### src/sv/pip_pkg.sv
// ----------------------------------------------------------------------------
// pip_pkg: shared types and constants for the point-in-polygon test
// Holds the word types of both channels, the command codes, the sequencer
// states and the signed arithmetic types of the edge unit.
// ----------------------------------------------------------------------------
package pip_pkg;

    // Coordinate width of the vertex store and of the query point.
    localparam int COORD_BITS   = 12;
    // Default capacity of the vertex store.
    localparam int MAX_VERTICES = 64;
    // Width of the crossing count in the result word, and its ceiling.
    localparam int CROSS_BITS   = 7;
    localparam int CROSS_MAX    = 127;

    // Command codes.
    localparam logic [1:0] CMD_APPEND = 2'd0;
    localparam logic [1:0] CMD_CLEAR  = 2'd1;
    localparam logic [1:0] CMD_QUERY  = 2'd2;

    typedef logic [COORD_BITS-1:0] t_coord;

    // Input word: one command with its point.
    typedef struct packed {
        logic [1:0] command;
        t_coord     point_x;
        t_coord     point_y;
    } t_in_word;

    // Result word.
    typedef struct packed {
        logic                  inside_res;
        logic [CROSS_BITS-1:0] crossings;
        logic                  full_error;
    } t_out_word;

    // Sequencer states.
    typedef enum logic [1:0] {
        ST_IDLE,
        ST_WALK,
        ST_DRAIN,
        ST_FINISH
    } t_state;

    // Signed difference of two coordinates, product of two differences,
    // and the side value formed from two products.
    typedef logic signed [COORD_BITS:0]     t_sdiff;
    typedef logic signed [2*COORD_BITS+1:0] t_prod;
    typedef logic signed [2*COORD_BITS+2:0] t_side;

    // One edge handed to the edge unit.
    typedef struct packed {
        logic   valid;
        t_coord ax;
        t_coord ay;
        t_coord bx;
        t_coord by;
    } t_edge;

    // Status returned by the edge unit.
    typedef struct packed {
        logic busy;
        logic hit_valid;
        logic hit;
    } t_edge_status;

endpackage

### src/sv/pip_edge_unit.sv
// ----------------------------------------------------------------------------
// pip_edge_unit: shared crossing test for one polygon edge per cycle
// Takes an edge A->B and the query point, forms the three cross-product
// terms in a multiply stage, then compares the signs of the two sides in a
// second stage and reports whether the ray crosses the edge.
// ----------------------------------------------------------------------------
module pip_edge_unit (
    input  logic                  i_clk,
    input  logic                  i_rst_n,
    input  pip_pkg::t_edge        i_edge,
    input  pip_pkg::t_coord       i_px,
    input  pip_pkg::t_coord       i_py,
    output pip_pkg::t_edge_status o_status
);

    pip_pkg::t_sdiff dx, dy, pay, pax, ax_s;
    pip_pkg::t_coord lo_y, hi_y;
    logic            span;

    pip_pkg::t_prod  r_t, r_u, r_w;
    logic            r_span;
    logic            r_b_valid;

    pip_pkg::t_side  side_point, side_axis;
    logic            r_hit;
    logic            r_hit_valid;

    // Differences and the y span test of the edge.
    always_comb begin
        ax_s = pip_pkg::t_sdiff'({1'b0, i_edge.ax});
        dx   = pip_pkg::t_sdiff'({1'b0, i_edge.bx}) - ax_s;
        dy   = pip_pkg::t_sdiff'({1'b0, i_edge.by}) - pip_pkg::t_sdiff'({1'b0, i_edge.ay});
        pay  = pip_pkg::t_sdiff'({1'b0, i_py}) - pip_pkg::t_sdiff'({1'b0, i_edge.ay});
        pax  = pip_pkg::t_sdiff'({1'b0, i_px}) - ax_s;
        lo_y = (i_edge.ay < i_edge.by) ? i_edge.ay : i_edge.by;
        hi_y = (i_edge.ay < i_edge.by) ? i_edge.by : i_edge.ay;
        span = (dy != '0) && (i_py >= lo_y) && (i_py <= hi_y);
    end

    // Multiply stage: dx*(py-ay), dy*(px-ax) and dy*ax.
    always_ff @(posedge i_clk) begin
        r_t    <= pip_pkg::t_prod'(dx) * pip_pkg::t_prod'(pay);
        r_u    <= pip_pkg::t_prod'(dy) * pip_pkg::t_prod'(pax);
        r_w    <= pip_pkg::t_prod'(dy) * pip_pkg::t_prod'(ax_s);
        r_span <= span;
        if (!i_rst_n) begin
            r_b_valid <= 1'b0;
        end else begin
            r_b_valid <= i_edge.valid;
        end
    end

    // Side values of the point and of the ray's end on the y axis.
    always_comb begin
        side_point = pip_pkg::t_side'(r_t) - pip_pkg::t_side'(r_u);
        side_axis  = pip_pkg::t_side'(r_t) + pip_pkg::t_side'(r_w);
    end

    // Compare stage: the ray crosses when the two ends lie on opposite sides.
    always_ff @(posedge i_clk) begin
        r_hit <= r_span && (side_point[$bits(pip_pkg::t_side)-1]
                            != side_axis[$bits(pip_pkg::t_side)-1]);
        if (!i_rst_n) begin
            r_hit_valid <= 1'b0;
        end else begin
            r_hit_valid <= r_b_valid;
        end
    end

    assign o_status.busy      = r_b_valid || r_hit_valid;
    assign o_status.hit_valid = r_hit_valid;
    assign o_status.hit       = r_hit;

endmodule

### config.mk
export PLATFORM = sky130hd
export DESIGN_NAME = pip_edge_unit
export DESIGN_NICKNAME = d
export VERILOG_FILES = /design/src/sv/pip_pkg.sv /design/src/sv/pip_edge_unit.sv
export SDC_FILE = /design/constraint.sdc
export NUM_CORES = 2
export LEC_CHECK = 0
export ABC_AREA = 0
export BUFFER_PORTS_ARGS = -buffer_cell sky130_fd_sc_hd__buf_2
export CELL_PAD_IN_SITES_DETAIL_PLACEMENT = 1
export CELL_PAD_IN_SITES_GLOBAL_PLACEMENT = 1
export CORE_ASPECT_RATIO = 0.75
export CORE_UTILIZATION = 30
export DETAILED_ROUTE_END_ITERATION = 10
export PLACE_DENSITY_LB_ADDON = 0.08
export SLEW_MARGIN = 25
export SYNTH_ARGS = -nofsm -noshare
export SYNTH_HDL_FRONTEND = slang
export SYNTH_SLANG_ARGS = --single-unit
export TNS_END_PERCENT = 50
### constraint.sdc
create_clock -name i_clk -period 18.03 [get_ports i_clk]
set_input_delay 3.606 -clock i_clk [delete_from_list [all_inputs] [get_ports i_clk]]
set_output_delay 3.606 -clock i_clk [all_outputs]
set_load 0.01 [all_outputs]
==> impl_metrics.py <==
metrics = {
    "yosys": {
        "yosys_warnings": 0,
        "syn_avg_cell_area_um2": 8.97,
        "ys.flop_type": "dfxtp_1",
        "synth_edf_count": 0,
        "yosysSeqAreaShare_pct": 6.75,
        "syn-cell-area_um2": 24300,
        "synth-async-reset-ratio_pct": 0,
        "synth_cells": 2714,
        "ys_seq_elements": 82,
        "ys_types": 73,
        "synth_fp_nets": 3582,
    },
    "place": {
        "dp_hpwl_um": 67700,
        "post-place-ws_ns": 5.93,
        "io_buffers": 77,
        "gp_congestion": 0.848,
        "place_inst": 3829,
    },
    "global_routing": {
        "grt_pass1_vias": 20300,
        "grt_start_max_net_pins": 28,
        "grtUsageTotal_pct": 19.9,
        "grt_first_pass_wirelength_um": 123000,
        "antenna_found_initial": 8,
        "overflow": 0,
    },
    "worst_setup_path": {
        "worstSetupStartpointType": "input port",
        "cp_common_cell": "fa_1",
        "arrival_ns": 11.76,
        "cp_max_fo": 14,
        "endpoint_kind": "flop",
        "cp_slowest_cell": "xor2_2",
        "crit_required_ns": 18.28,
        "cp_slowest_stage_delay_ns": 0.61,
        "critPathKind": "input port to flop",
    },
    "route": {
        "wl_per_cell_um": 20.3,
        "final_antenna_net_count": 0,
        "drc": 0,
        "drt-total-wl_um": 77900,
        "dr_total_vias": 18300,
        "first_pass_iters": 5,
        "drt-vias-per-instance": 4.75,
        "drt-initial-drc-count": 773,
    },
    "clock_tree": {
        "clk_path_buf_depth": 2,
        "cts_max_level": 3,
        "clockRootBuffer": "clkbuf_16",
        "cts_tree": "yes",
        "cts_resized": 0,
        "clock_sinks": 82,
        "holdBufCountCts": 0,
        "path_clk_slew_ns": 0.06,
        "cts_made_buffers": 9,
        "postCtsSetupRepairBufs": 0,
        "clk_latency_ns": 0.37,
    },
    "floorplan": {
        "start_util_pct": 30.3,
        "fp-row-count": 90,
        "core_area_um2": 80400,
        "chipWidth_um": 331,
        "fp.dieH_um": 249,
        "dieArea_um2": 82300,
        "ios": 78,
    },
    "sta": {
        "setup_ws_ns": 6.51,
        "finalCritPeriodShare_pct": 63.9,
        "tns_ns": 0,
        "hold-worst-slack_ns": 0.477,
        "hold_viol": 0,
        "max_clock_freq_mhz": 86.8,
        "post-route-min-period_ns": 11.52,
        "relSlewSlack_pct": 29.3,
        "maxSlewViolCount": 0,
        "worst_pin_slew_ns": 1.05,
        "rsz0062_at_grt": "no",
        "setup_viol": 0,
        "clock-skew-final_ns": 0.00697,
    },
    "final_layout": {
        "drive_above_1_share_pct": 6.32,
        "stdcell_count": 3847,
        "final_nets": 3650,
        "areaGrowthSynthToFinish_pct": 9.11,
    },
    "status": {
        "outcome": "completed",
    },
    "hold_path": {
        "hp-class": "flop to flop",
    },
    "flow_run": {
        "drv_cap": 0,
    },
}
-- cells in the mapped netlist, types with 3 or more instances --
cell | n | area share [%]
o21a_1 | 19 | 0.59
buf_4 | 6 | 0.19
clkbuf_1 | 54 | 0.83
ha_1 | 315 | 16
dfxtp_1 | 82 | 6.7
o211ai_1 | 10 | 0.31
nand2_1 | 275 | 4.2
a21oi_1 | 80 | 1.6
o21bai_1 | 13 | 0.40
o31a_1 | 4 | 0.14
xnor2_1 | 83 | 3.0
and3_1 | 8 | 0.21
or2_1 | 5 | 0.13
xor2_1 | 32 | 1.2
o21ai_1 | 7 | 0.14
nand4_1 | 13 | 0.33
o21ai_0 | 42 | 0.86
fa_1 | 478 | 39
a211o_1 | 4 | 0.14
o2111ai_1 | 5 | 0.18
nor2b_1 | 43 | 1.1
a211oi_1 | 18 | 0.56
a21o_1 | 37 | 1.1
inv_1 | 604 | 9.3
or3_1 | 10 | 0.26
a31o_1 | 5 | 0.18
or2_2 | 9 | 0.23
nor4_1 | 3 | 0.077
a21boi_1 | 3 | 0.093
a31oi_1 | 13 | 0.33
nor3_1 | 14 | 0.29
nor2_1 | 207 | 3.2
nand2b_1 | 50 | 1.3
and2_1 | 66 | 1.7
nand3_1 | 19 | 0.39
mux2i_1 | 22 | 0.90
buf_2 | 5 | 0.10
-- per-layer routing --
layer  GRT usage [%]  part of all wire, %  vias up
met5               0                0.026        -
met4            3.34                  1.7        2
met3            2.10                  3.0       56
met2            29.0                   42      216
met1            31.6                   54     9500
li1                -                    -     8493
-- cells by family after synthesis --
| kind of cell | share of synthesized area [%] |
|---|---|
| adders and majority gates | 55.5 |
| DFF | 6.75 |
| buffers and inverters | 10.4 |
| and+or+nand+nor | 13.8 |
| AOI/OAI and AO/OA | 8.25 |
| muxes | 0.997 |
| xor gates and xnor gates | 4.27 |
-- registers in the layout, summed over array words and instances, names as in the netlist --
name	cells
r_b_valid	1
r_hit	1
r_hit_valid	1
r_w	26
r_t	26
r_u	26
r_span	1
-- cell type report --
cell class                 count  area (um2)
tap                         1058        1320
fill                        9439       53800
inverter                     604        2270
clock buffer                  10         229
timing repair buffer         122         723
clock inverter                 6        73.8
antenna                        2        5.00
sequential                    82        1640
multi-input combinational   1963       20300
-- layout by cell type, fill, tap and decap left out, types with 45 or more instances in the layout --
master,synthesis,final
inv_1,604,604
fa_1,478,478
ha_1,315,315
nand2_1,275,275
nor2_1,207,207
dfxtp_1,82,82
a21oi_1,80,80
buf_2,5,77
xnor2_1,83,76
and2_1,66,66
nand2b_1,50,50
buf_4,6,45
-- worst max-delay path: cells and delay by family --
| kind | cells | cell delay (ns) |
|---|---|---|
| AOI/OAI and AO/OA | 10 | 2.09 |
| buffers and inverters | 5 | 0.66 |
| adders and majority gates | 8 | 3.53 |
| and+or+nand+nor | 4 | 1.16 |
| xor gates and xnor gates | 2 | 0.69 |
-- worst paths after layout --
kind                             start                     end  slack, ns  cells past startpoint
setup / recovery            i_edge[37]         r_u[25]$_DFF_P_       6.51                     29
hold / removal    r_b_valid$_SDFF_PN0_  r_hit_valid$_SDFF_PN0_       0.48                      1
setup reg to reg        r_t[1]$_DFF_P_           r_hit$_DFF_P_      15.35                      9
hold reg to reg   r_b_valid$_SDFF_PN0_  r_hit_valid$_SDFF_PN0_       0.48                      1
-- metrics by stage --
stage          utilization, %  area (um2)
2_1_floorplan               -       24300
3_3_place_gp             32.6       26200
3_5_place_dp             32.6       26200
4_1_cts                  33.0       26500
5_1_grt                  33.0       26600
6_report                 33.0       26600
Power is left out: the tool's default activity adds up to more than one toggle a clock period on the data nets, which glitch-free logic cannot reach.
